## src/sv/dsf_pkg.sv

```systemverilog
`timescale 1ns / 1ps
// ----------------------------------------------------------------------------
// DCO setting package
// Shared constants, fixed-point model coefficients, command and status types
// for the oscillator setting solver.
// ----------------------------------------------------------------------------
package dsf_pkg;

    // Fraction bits of every log-domain value.
    localparam int FREQ_BITS = 16;

    localparam int KHZ_W     = 16;
    localparam int WORD_W    = 16;
    localparam int LW        = FREQ_BITS + 8;      // signed log-domain width
    localparam int MW        = 31;                 // Q1.30 mantissa
    localparam int PW        = 4;                  // integer part of log2
    localparam int CNT_W     = $clog2(FREQ_BITS);
    localparam int XW        = FREQ_BITS - 3;      // series argument width
    localparam int EW        = XW + 1;             // series sum width
    localparam int VW        = 2 * XW - FREQ_BITS; // product after scaling
    localparam int RS        = XW + 3;             // reciprocal shift
    localparam int DW        = EW + 5;             // divider remainder width
    localparam int QW        = 6;                  // quotient up to 32

    // Model coefficients in Q32, rounded to nearest into the working format.
    localparam longint Q32_A      = 64'sd1413661936;
    localparam longint Q32_B      = 64'sd13147133;
    localparam longint Q32_C      = 64'sd190481800;
    localparam longint Q32_LN2    = 64'sd2977044472;
    localparam longint Q32_LN1000 = 64'sd29668583021;
    localparam longint RND_QF     = 64'sd1 <<< (31 - FREQ_BITS);

    localparam longint A_QF      = (Q32_A + RND_QF) >>> (32 - FREQ_BITS);
    localparam longint B_QF      = (Q32_B + RND_QF) >>> (32 - FREQ_BITS);
    localparam longint C_QF      = (Q32_C + RND_QF) >>> (32 - FREQ_BITS);
    localparam longint LN1000_QF = (Q32_LN1000 + RND_QF) >>> (32 - FREQ_BITS);
    // Rounding bias for the range count, less the model at step four.
    localparam longint NUM_K     = A_QF / 2 - 16 * B_QF - 4 * C_QF;

    // Configuration register indexes.
    localparam int CFG_IDX_W = 3;
    localparam logic [CFG_IDX_W-1:0] REG_OFFSET = 3'd0;
    localparam logic [CFG_IDX_W-1:0] REG_CAL1   = 3'd1;
    localparam logic [CFG_IDX_W-1:0] REG_CAL8   = 3'd2;
    localparam logic [CFG_IDX_W-1:0] REG_CAL12  = 3'd3;
    localparam logic [CFG_IDX_W-1:0] REG_CAL16  = 3'd4;

    localparam logic [WORD_W-1:0] OFFSET_RESET = 16'hD9C9;

    // Targets that return a stored calibration word.
    localparam logic [KHZ_W-1:0] KHZ_ZERO = 16'd0;
    localparam logic [KHZ_W-1:0] KHZ_1M   = 16'd1000;
    localparam logic [KHZ_W-1:0] KHZ_8M   = 16'd8000;
    localparam logic [KHZ_W-1:0] KHZ_12M  = 16'd12000;
    localparam logic [KHZ_W-1:0] KHZ_16M  = 16'd16000;

    // Result source codes.
    localparam logic [1:0] SRC_MODEL   = 2'd0;
    localparam logic [1:0] SRC_CAL     = 2'd1;
    localparam logic [1:0] SRC_DEFAULT = 2'd2;

    localparam logic [2:0] STEP_MAX = 3'd7;
    localparam logic [3:0] RSEL_MAX = 4'd15;
    localparam logic [4:0] MOD_MAX  = 5'd31;

    // Datapath operations.
    typedef enum logic [3:0] {
        OP_NONE,
        OP_LOAD,
        OP_SPEC,
        OP_NORM,
        OP_LOG,
        OP_LN,
        OP_NUM,
        OP_RSEL,
        OP_SRCH,
        OP_EINIT,
        OP_EMUL,
        OP_EDIV,
        OP_DIVI,
        OP_DIVS,
        OP_FIN
    } dsf_op_t;

    typedef struct packed {
        dsf_op_t          op;
        logic [CNT_W-1:0] cnt;
        logic             sel;
    } dsf_cmd_t;

    typedef struct packed {
        logic special;
        logic rsel_go;
        logic exceed;
        logic d_zero;
        logic d_last;
    } dsf_stat_t;

    typedef struct packed {
        logic [3:0] range_select;
        logic [2:0] dco_step;
        logic [4:0] modulation;
        logic [1:0] source;
    } dsf_res_t;

    // Model term B*d*d + C*d for each step.
    function automatic logic signed [LW-1:0] step_qf(input logic [2:0] d);
        logic signed [LW-1:0] v;
        case (d)
            3'd0: v = '0;
            3'd1: v = LW'(B_QF * 1 + C_QF * 1);
            3'd2: v = LW'(B_QF * 4 + C_QF * 2);
            3'd3: v = LW'(B_QF * 9 + C_QF * 3);
            3'd4: v = LW'(B_QF * 16 + C_QF * 4);
            3'd5: v = LW'(B_QF * 25 + C_QF * 5);
            3'd6: v = LW'(B_QF * 36 + C_QF * 6);
            3'd7: v = LW'(B_QF * 49 + C_QF * 7);
            default: v = '0;
        endcase
        return v;
    endfunction

    // Rounded-up reciprocal of the series divisor, scaled by 2^RS.
    function automatic logic [RS-1:0] recip(input logic [2:0] k);
        logic [RS-1:0] r;
        case (k)
            3'd2: r = RS'(((64'd1 << RS) + 1) / 2);
            3'd3: r = RS'(((64'd1 << RS) + 2) / 3);
            3'd4: r = RS'(((64'd1 << RS) + 3) / 4);
            3'd5: r = RS'(((64'd1 << RS) + 4) / 5);
            3'd6: r = RS'(((64'd1 << RS) + 5) / 6);
            default: r = '0;
        endcase
        return r;
    endfunction

endpackage

```

## src/sv/dsf_ctrl.sv

```systemverilog
`timescale 1ns / 1ps
// ----------------------------------------------------------------------------
// DCO setting controller
// Sequences the log, range count, step search, two exp series and the
// modulation divide, and hands results to the output register.
// ----------------------------------------------------------------------------
module dsf_ctrl
    import dsf_pkg::*;
(
    input  logic      clk,
    input  logic      rst_n,
    input  logic      in_valid,
    output logic      in_ready,
    input  logic      out_free,
    output logic      out_load,
    input  dsf_stat_t stat,
    output dsf_cmd_t  cmd
);

    typedef enum logic [13:0] {
        S_IDLE  = 14'b00000000000001,
        S_CHECK = 14'b00000000000010,
        S_LOG   = 14'b00000000000100,
        S_LN    = 14'b00000000001000,
        S_NUM   = 14'b00000000010000,
        S_RSEL  = 14'b00000000100000,
        S_SRCH  = 14'b00000001000000,
        S_EINIT = 14'b00000010000000,
        S_EMUL  = 14'b00000100000000,
        S_EDIV  = 14'b00001000000000,
        S_DIVI  = 14'b00010000000000,
        S_DIVS  = 14'b00100000000000,
        S_FIN   = 14'b01000000000000,
        S_DONE  = 14'b10000000000000
    } state_t;

    state_t           state_reg, state_next;
    logic [CNT_W-1:0] cnt_reg, cnt_next;
    logic             pass_reg, pass_next;

    // Next state and command decode.
    always_comb
    begin
        state_next = state_reg;
        cnt_next   = cnt_reg;
        pass_next  = pass_reg;
        cmd.op     = OP_NONE;
        cmd.cnt    = cnt_reg;
        cmd.sel    = pass_reg;
        in_ready   = 1'b0;
        out_load   = 1'b0;
        case (state_reg)
            S_IDLE:
            begin
                in_ready = 1'b1;
                if (in_valid)
                begin
                    cmd.op     = OP_LOAD;
                    state_next = S_CHECK;
                end
            end
            S_CHECK:
            begin
                if (stat.special)
                begin
                    cmd.op     = OP_SPEC;
                    state_next = S_DONE;
                end
                else
                begin
                    cmd.op     = OP_NORM;
                    cnt_next   = '0;
                    state_next = S_LOG;
                end
            end
            S_LOG:
            begin
                cmd.op = OP_LOG;
                if (cnt_reg == CNT_W'(FREQ_BITS - 1))
                    state_next = S_LN;
                else
                    cnt_next = cnt_reg + 1'b1;
            end
            S_LN:
            begin
                cmd.op     = OP_LN;
                state_next = S_NUM;
            end
            S_NUM:
            begin
                cmd.op     = OP_NUM;
                state_next = S_RSEL;
            end
            S_RSEL:
            begin
                if (stat.rsel_go)
                    cmd.op = OP_RSEL;
                else
                    state_next = S_SRCH;
            end
            S_SRCH:
            begin
                cmd.op = OP_SRCH;
                if (stat.exceed)
                begin
                    if (stat.d_zero)
                        state_next = S_DONE;
                    else
                    begin
                        pass_next  = 1'b0;
                        state_next = S_EINIT;
                    end
                end
                else if (stat.d_last)
                    state_next = S_DONE;
            end
            S_EINIT:
            begin
                cmd.op     = OP_EINIT;
                cnt_next   = CNT_W'(2);
                state_next = S_EMUL;
            end
            S_EMUL:
            begin
                cmd.op     = OP_EMUL;
                state_next = S_EDIV;
            end
            S_EDIV:
            begin
                cmd.op = OP_EDIV;
                if (cnt_reg == CNT_W'(6))
                begin
                    if (!pass_reg)
                    begin
                        pass_next  = 1'b1;
                        state_next = S_EINIT;
                    end
                    else
                        state_next = S_DIVI;
                end
                else
                begin
                    cnt_next   = cnt_reg + 1'b1;
                    state_next = S_EMUL;
                end
            end
            S_DIVI:
            begin
                cmd.op     = OP_DIVI;
                cnt_next   = CNT_W'(QW - 1);
                state_next = S_DIVS;
            end
            S_DIVS:
            begin
                cmd.op = OP_DIVS;
                if (cnt_reg == '0)
                    state_next = S_FIN;
                else
                    cnt_next = cnt_reg - 1'b1;
            end
            S_FIN:
            begin
                cmd.op     = OP_FIN;
                state_next = S_DONE;
            end
            S_DONE:
            begin
                if (out_free)
                begin
                    out_load   = 1'b1;
                    state_next = S_IDLE;
                end
            end
            default:
            begin
                state_next = S_IDLE;
            end
        endcase
    end

    // State registers.
    always_ff @(posedge clk or negedge rst_n)
    begin
        if (!rst_n)
        begin
            state_reg <= S_IDLE;
            cnt_reg   <= '0;
            pass_reg  <= 1'b0;
        end
        else
        begin
            state_reg <= state_next;
            cnt_reg   <= cnt_next;
            pass_reg  <= pass_next;
        end
    end

endmodule

```

## src/sv/dsf_dp.sv

```systemverilog
`timescale 1ns / 1ps
// ----------------------------------------------------------------------------
// DCO setting datapath
// Log by repeated squaring, range count, step search over the model,
// truncated exp series and a bit-serial modulation divide.
// ----------------------------------------------------------------------------
module dsf_dp
    import dsf_pkg::*;
(
    input  logic              clk,
    input  logic              rst_n,
    input  dsf_cmd_t          cmd,
    input  logic [KHZ_W-1:0]  target_khz,
    input  logic [WORD_W-1:0] model_offset,
    input  logic [WORD_W-1:0] cal_word_1mhz,
    input  logic [WORD_W-1:0] cal_word_8mhz,
    input  logic [WORD_W-1:0] cal_word_12mhz,
    input  logic [WORD_W-1:0] cal_word_16mhz,
    output dsf_stat_t         stat,
    output dsf_res_t          res
);

    localparam logic signed [LW-1:0] A_L      = LW'(A_QF);
    localparam logic signed [LW-1:0] LN1000_L = LW'(LN1000_QF);
    localparam logic signed [LW-1:0] NUM_L    = LW'(NUM_K);

    logic [KHZ_W-1:0]       target_reg;
    logic [MW-1:0]          m_reg;
    logic [PW-1:0]          p_reg;
    logic [FREQ_BITS-1:0]   frac_reg;
    logic signed [LW-1:0]   lt_reg, rem_reg, base_reg, prev_reg;
    logic [3:0]             rsel_reg;
    logic [2:0]             d_reg;
    logic [XW-1:0]          x0_reg, x1_reg, x_reg, t_reg;
    logic [EW-1:0]          s_reg, e0_reg, e1_reg;
    logic [2*XW-1:0]        prod_reg;
    logic [DW-1:0]          drem_reg;
    logic [QW-1:0]          q_reg;
    dsf_res_t               res_reg;

    logic signed [LW-1:0]   off_qf;
    logic [PW-1:0]          p_norm;
    logic [MW-1:0]          m_norm;
    logic [2*MW-1:0]        sq;
    logic [31:0]            sq_sh;
    logic [LW+31:0]         ln_prod;
    logic signed [LW-1:0]   ln_val;
    logic signed [LW-1:0]   ml;
    logic                   exceed;
    logic [VW+RS-1:0]       qprod;
    logic [XW-1:0]          t_new;
    logic [EW-1:0]          s_new;
    logic [DW-1:0]          dvs;
    logic [WORD_W-1:0]      word;
    logic [4:0]             mod_val;

    assign off_qf = LW'($signed(model_offset)) <<< (FREQ_BITS - 12);

    // Leading one of the target.
    always_comb
    begin
        p_norm = '0;
        for (int i = 0; i < KHZ_W; i++)
        begin
            if (target_reg[i])
                p_norm = PW'(i);
        end
    end
    assign m_norm = MW'(target_reg) << (5'd30 - {1'b0, p_norm});

    // One squaring step of the mantissa.
    assign sq    = (2 * MW)'(m_reg) * (2 * MW)'(m_reg);
    assign sq_sh = sq[30 +: 32];

    // log2 times ln 2, rounded to nearest.
    assign ln_prod = (LW + 32)'({p_reg, frac_reg}) * (LW + 32)'(Q32_LN2)
                   + (LW + 32)'(64'h8000_0000);
    assign ln_val  = $signed(ln_prod[32 +: LW]);

    // Model log at the current step.
    assign ml     = base_reg + step_qf(d_reg);
    assign exceed = ml > lt_reg;

    // Series term: divide by k through a rounded-up reciprocal.
    assign qprod = (VW + RS)'(prod_reg[FREQ_BITS +: VW]) * (VW + RS)'(recip(cmd.cnt[2:0]));
    assign t_new = XW'(qprod[RS +: VW]);
    assign s_new = s_reg + EW'(t_new);

    assign dvs = DW'(e1_reg) << cmd.cnt;

    assign mod_val = (q_reg > QW'(MOD_MAX)) ? MOD_MAX : q_reg[4:0];

    // Calibration word for an exact target.
    always_comb
    begin
        case (target_reg)
            KHZ_ZERO: word = cal_word_1mhz;
            KHZ_1M:   word = cal_word_1mhz;
            KHZ_8M:   word = cal_word_8mhz;
            KHZ_12M:  word = cal_word_12mhz;
            default:  word = cal_word_16mhz;
        endcase
    end

    assign stat.special = (target_reg == KHZ_ZERO) || (target_reg == KHZ_1M)
                       || (target_reg == KHZ_8M) || (target_reg == KHZ_12M)
                       || (target_reg == KHZ_16M);
    assign stat.rsel_go = (rem_reg >= A_L) && (rsel_reg != RSEL_MAX);
    assign stat.exceed  = exceed;
    assign stat.d_zero  = (d_reg == 3'd0);
    assign stat.d_last  = (d_reg == STEP_MAX);

    assign res = res_reg;

    // Datapath registers, updated by the current operation.
    always_ff @(posedge clk)
    begin
        case (cmd.op)
            OP_LOAD:
            begin
                target_reg <= target_khz;
            end
            OP_SPEC:
            begin
                res_reg.range_select <= word[11:8];
                res_reg.dco_step     <= word[7:5];
                res_reg.modulation   <= word[4:0];
                res_reg.source       <= (target_reg == KHZ_ZERO) ? SRC_DEFAULT : SRC_CAL;
            end
            OP_NORM:
            begin
                p_reg    <= p_norm;
                m_reg    <= m_norm;
                frac_reg <= '0;
            end
            OP_LOG:
            begin
                if (sq_sh[31])
                    m_reg <= sq_sh[31:1];
                else
                    m_reg <= sq_sh[30:0];
                frac_reg <= {frac_reg[FREQ_BITS-2:0], sq_sh[31]};
            end
            OP_LN:
            begin
                lt_reg <= ln_val - LN1000_L;
            end
            OP_NUM:
            begin
                rem_reg  <= lt_reg - off_qf + NUM_L;
                base_reg <= off_qf;
                rsel_reg <= '0;
                d_reg    <= '0;
            end
            OP_RSEL:
            begin
                rem_reg  <= rem_reg - A_L;
                base_reg <= base_reg + A_L;
                rsel_reg <= rsel_reg + 1'b1;
            end
            OP_SRCH:
            begin
                if (exceed)
                begin
                    x0_reg <= XW'(lt_reg - prev_reg);
                    x1_reg <= XW'(ml - prev_reg);
                    if (d_reg == 3'd0)
                    begin
                        res_reg.range_select <= rsel_reg;
                        res_reg.dco_step     <= '0;
                        res_reg.modulation   <= '0;
                        res_reg.source       <= SRC_MODEL;
                    end
                end
                else if (d_reg == STEP_MAX)
                begin
                    res_reg.range_select <= rsel_reg;
                    res_reg.dco_step     <= STEP_MAX;
                    res_reg.modulation   <= '0;
                    res_reg.source       <= SRC_MODEL;
                end
                else
                begin
                    prev_reg <= ml;
                    d_reg    <= d_reg + 1'b1;
                end
            end
            OP_EINIT:
            begin
                x_reg <= cmd.sel ? x1_reg : x0_reg;
                t_reg <= cmd.sel ? x1_reg : x0_reg;
                s_reg <= EW'(cmd.sel ? x1_reg : x0_reg);
            end
            OP_EMUL:
            begin
                prod_reg <= (2 * XW)'(t_reg) * (2 * XW)'(x_reg);
            end
            OP_EDIV:
            begin
                t_reg <= t_new;
                s_reg <= s_new;
                if (cmd.cnt == CNT_W'(6))
                begin
                    if (cmd.sel)
                        e1_reg <= s_new;
                    else
                        e0_reg <= s_new;
                end
            end
            OP_DIVI:
            begin
                drem_reg <= {e0_reg, 5'b0};
                q_reg    <= '0;
            end
            OP_DIVS:
            begin
                if (drem_reg >= dvs)
                begin
                    drem_reg               <= drem_reg - dvs;
                    q_reg[cmd.cnt[2:0]]    <= 1'b1;
                end
            end
            OP_FIN:
            begin
                res_reg.range_select <= rsel_reg;
                res_reg.dco_step     <= d_reg - 3'd1;
                res_reg.modulation   <= mod_val;
                res_reg.source       <= SRC_MODEL;
            end
            default:
            begin
            end
        endcase
    end

    // Each series term stays at or below its argument.
    a_term_bounded: assert property (@(posedge clk) disable iff (!rst_n)
        (cmd.op == OP_EMUL) |-> (t_reg <= x_reg))
        else $error("exp series term exceeds its argument");

    // The target lies below the next step, so the quotient cannot pass 32.
    a_num_le_den: assert property (@(posedge clk) disable iff (!rst_n)
        (cmd.op == OP_DIVI) |-> (e0_reg <= e1_reg))
        else $error("modulation numerator above denominator");

    // Step interval is wider than the target's distance above the lower step.
    a_x_order: assert property (@(posedge clk) disable iff (!rst_n)
        (cmd.op == OP_EINIT && cmd.sel) |-> (x1_reg > x0_reg))
        else $error("step interval not wider than target offset");

endmodule

```

## src/sv/dco_setting_from_frequency_core.sv

```systemverilog
`timescale 1ns / 1ps
// ----------------------------------------------------------------------------
// DCO setting from frequency
// Turns a target frequency in kHz into range select, DCO step and modulation
// through a log-domain oscillator model, with calibration words for exact
// 1, 8, 12 and 16 MHz targets.
// ----------------------------------------------------------------------------
// One request is solved at a time. Zero and exact calibration targets go from
// the check state to the done state, which loads the output register once it
// is free. Other targets run a 16-step squaring loop for the logarithm, one
// range count per cycle up to 15, up to eight model steps, two exp series on
// one shared datapath, and a six-step modulation divide with a setup state
// before it and a finish state after it. The output register holds a
// finished result while the next request is accepted and solved.
// Configuration is written through the cfg channel, which is always ready;
// write it only while no request is in flight. Indexes beyond the last
// register are ignored.
module dco_setting_from_frequency_core
    import dsf_pkg::*;
(
    input  logic                 clk,
    input  logic                 rst_n,
    input  logic                 in_valid,
    output logic                 in_ready,
    input  logic [KHZ_W-1:0]     target_khz,
    output logic                 out_valid,
    input  logic                 out_ready,
    output logic [3:0]           range_select,
    output logic [2:0]           dco_step,
    output logic [4:0]           modulation,
    output logic [1:0]           source,
    input  logic                 cfg_valid,
    output logic                 cfg_ready,
    input  logic [CFG_IDX_W-1:0] cfg_index,
    input  logic [WORD_W-1:0]    cfg_data
);

    logic [WORD_W-1:0] model_offset_reg;
    logic [WORD_W-1:0] cal1_reg, cal8_reg, cal12_reg, cal16_reg;
    logic              out_valid_reg;
    dsf_res_t          out_reg;
    dsf_res_t          dp_res;
    dsf_cmd_t          cmd;
    dsf_stat_t         stat;
    logic              out_load;
    logic              out_free;

    assign cfg_ready = 1'b1;

    // Configuration registers.
    always_ff @(posedge clk or negedge rst_n)
    begin
        if (!rst_n)
        begin
            model_offset_reg <= OFFSET_RESET;
            cal1_reg         <= '0;
            cal8_reg         <= '0;
            cal12_reg        <= '0;
            cal16_reg        <= '0;
        end
        else if (cfg_valid)
        begin
            case (cfg_index)
                REG_OFFSET: model_offset_reg <= cfg_data;
                REG_CAL1:   cal1_reg         <= cfg_data;
                REG_CAL8:   cal8_reg         <= cfg_data;
                REG_CAL12:  cal12_reg        <= cfg_data;
                REG_CAL16:  cal16_reg        <= cfg_data;
                default:
                begin
                end
            endcase
        end
    end

    // Output register.
    assign out_free = !out_valid_reg || out_ready;

    always_ff @(posedge clk or negedge rst_n)
    begin
        if (!rst_n)
            out_valid_reg <= 1'b0;
        else if (out_load)
            out_valid_reg <= 1'b1;
        else if (out_ready)
            out_valid_reg <= 1'b0;
    end

    always_ff @(posedge clk)
    begin
        if (out_load)
            out_reg <= dp_res;
    end

    assign out_valid    = out_valid_reg;
    assign range_select = out_reg.range_select;
    assign dco_step     = out_reg.dco_step;
    assign modulation   = out_reg.modulation;
    assign source       = out_reg.source;

    dsf_ctrl u_ctrl (
        .clk      (clk),
        .rst_n    (rst_n),
        .in_valid (in_valid),
        .in_ready (in_ready),
        .out_free (out_free),
        .out_load (out_load),
        .stat     (stat),
        .cmd      (cmd)
    );

    dsf_dp u_dp (
        .clk            (clk),
        .rst_n          (rst_n),
        .cmd            (cmd),
        .target_khz     (target_khz),
        .model_offset   (model_offset_reg),
        .cal_word_1mhz  (cal1_reg),
        .cal_word_8mhz  (cal8_reg),
        .cal_word_12mhz (cal12_reg),
        .cal_word_16mhz (cal16_reg),
        .stat           (stat),
        .res            (dp_res)
    );

endmodule
```

## config.mk

```make
export PLATFORM = sky130hd
export DESIGN_NAME = dco_setting_from_frequency_core
export DESIGN_NICKNAME = d
export VERILOG_FILES = /design/src/sv/dsf_pkg.sv /design/src/sv/dsf_ctrl.sv /design/src/sv/dsf_dp.sv /design/src/sv/dco_setting_from_frequency_core.sv
export SDC_FILE = /design/constraint.sdc
export NUM_CORES = 2
export LEC_CHECK = 0
export ABC_CLOCK_PERIOD_IN_PS = 23300
export BUFFER_PORTS_ARGS = -buffer_cell sky130_fd_sc_hd__buf_2
export CAP_MARGIN = 20
export CORE_ASPECT_RATIO = 1.75
export CORE_MARGIN = 3
export CORE_UTILIZATION = 50
export CTS_CLUSTER_SIZE = 24
export DETAILED_ROUTE_END_ITERATION = 6
export PLACE_DENSITY_LB_ADDON = 0.3
export SKIP_LAST_GASP = 1
export SLEW_MARGIN = 20
export SYNTH_ARGS = -nofsm -noshare
export SYNTH_HDL_FRONTEND = slang
export SYNTH_HIERARCHICAL = 1
export SYNTH_SLANG_ARGS = --single-unit
```

## constraint.sdc

```tcl
create_clock -name clk -period 23.3 [get_ports clk]
set_clock_uncertainty 0.2 [all_clocks]
set_input_delay 4.66 -clock clk [delete_from_list [all_inputs] [get_ports clk]]
set_output_delay 4.66 -clock clk [all_outputs]
set_load 0.1 [all_outputs]
```

==> summary.txt <==
Timing
  • Tcrit/Tclk final: 43.7%
  • Fin Hold WS: 0.221 ns
  • Final Hold Fails: 0
  • Slew Viols, Final: 0
  • Least-Margin Pin Slew: 1.06 ns
  • Post-route minimum period: 10.18 ns
  • Slew margin rel.: 29.0%
  • Setup-failing EPs final: 0
  • Achievable Freq: 98.2 MHz
  • RSZ-0062 raised after global routing: false
  • Setup TNS: 0 ns

Die
  • Core ar.: 0.137 mm²
  • Initial Util: 50.5%
  • DIE AREA: 0.143 mm²
  • Die width: 287 µm
  • Num rows: 179
  • Ports: 57
  • Chip height: 498 µm

Cells and area
  • Most common cell after layout, fill and taps aside: inv_1
  • Area Overhead vs Synth: 5.20%
  • Core Util, Final: 53.2%
  • Finished Cell Area: 0.0726 mm²
  • Proportion of layout cells with a drive suffix above 1: 5.58%
  • Fillers: 12.3k
  • NumNets Final: 8966
  • Most frequent cells in the layout: 1632 x inv_1, 1165 x fa_1, 752 x ha_1, 587 x nand2_1, 360 x nor2_1
  • Diode count: 0
  • Number of flip-flops in the largest register: 31

Placed design
  • Number of port buffers: 55
  • Placer Congestion: 1.01
  • DP Wirelength: 147000 µm
  • Post-DP Area: 0.0712 mm²

CTS
  • Post-cts resize count: 0
  • CTS root buf: clkbuf_16
  • Clk buf depth: 3
  • CTS buffer count: 44
  • Clk sink count: 409
  • CTS tree: built
  • Post-CTS Repair Setup Buffers: 0
  • H-tree depth: 2
  • Hold buffers post-CTS: 0
  • Clock latency on the worst-skew pair: 0.60 ns
  • Clock transition at path regs: 0.06 ns

Synthesis
  • Syn Nets: 9027
  • Syn_area_per_cell: 9.76 µm²
  • Ys Warns: 6
  • Gate Count Post-Synth: 7070
  • Mapped cell area: 0.0690 mm²

Hold path
  • Hold Path Class: flop to flop

Critical path
  • Worst path most repeated cell: fa_1
  • CP Capture Type: flop
  • CP peak stage delay: 0.61 ns
  • Worst Path Required: 23.47 ns
  • Kind of critical path: flop to flop
  • Slowest cell on the critical path: clkinv_1
  • Critical Path Source Type: flop
  • Crit-path max FO: 28
  • Arrival time at the worst endpoint: 10.36 ns
  • FF-to-FF setup slack: 13.12 ns

GRT
  • Largest net degree at the start of global routing: 72
  • First-pass GRT wire length: 287000 µm
  • Grt ovf: 0
  • Total Routing Usage GR: 25.7%
  • Initial antenna violation count: 1
  • Vias in the first global route: 54.2k

Detailed routing
  • Final WL: 179000 µm
  • Post-route ant nets: 0
  • Vias/cell: 5.51
  • DR DRC count: 0
  • Vias: 48.8k
  • First-pass DRT Iterations: 5
  • Initial DRC count: 2693
  • Routed WL per cell: 20.3 µm

Run status
  • Outcome: complete, no violations

Flow run
  • MaxCap Viol Count: 0
[metrics by stage]
step,std cells,worst slack (ns)
finish,8853,13.12
global route,8853,12.56
CTS,8853,13.13
detailed placement,8773,13.17
global placement,8773,13.35
floorplan,7070,14.26
[final timing paths]
check                      cells after the start                   endpoint                startpoint
max                                           32   u_dp/m_reg[29]$_DFFE_PP_  u_dp/m_reg[19]$_DFFE_PP_
min                                            0  range_select[2]$_DFFE_PP_    u_dp/res[12]$_DFFE_PP_
max reg2reg                                   32   u_dp/m_reg[29]$_DFFE_PP_  u_dp/m_reg[19]$_DFFE_PP_
min reg2reg                                    0  range_select[2]$_DFFE_PP_    u_dp/res[12]$_DFFE_PP_
max in group asynchronous                      2    cal8_reg[5]$_DFFE_PN0P_                     rst_n
min in group asynchronous                      1    cal8_reg[9]$_DFFE_PN0P_                     rst_n
[worst max-delay path: cells and delay by family, from the launching register on]
kind	cells	cell delay, ns
compound gates	9	2.01
xor+xnor	1	0.16
fa+ha+maj	9	4.27
buf+inv	8	1.69
flops	1	0.32
simple gates	5	1.31
[per-layer routing]
| metal | up-vias | global-route usage, % | share of wire [%] |
|---|---|---|---|
| met5 | - | 0 | 0.0072 |
| met4 | 2 | 15.0 | 7.1 |
| met3 | 577 | 2.64 | 3.8 |
| met2 | 1266 | 49.7 | 55 |
| met1 | 24800 | 26.4 | 34 |
| li1 | 22200 | - | - |
[cell type report]
cell class | count | area, µm² | share of cell area, %
Clock inverter | 25 | 246 | 0.339
Timing Repair Buffer | 125 | 803 | 1.11
Multi-Input combinational cell | 4787 | 50200 | 69.1
Clock buffer | 55 | 1160 | 1.60
Tap cell | 1810 | 2260 | 3.12
Inverter | 1642 | 6160 | 8.49
Sequential cell | 409 | 11800 | 16.2
Power is left out: the tool's default activity adds up to more than one toggle a clock period on the data nets, which glitch-free logic cannot reach.
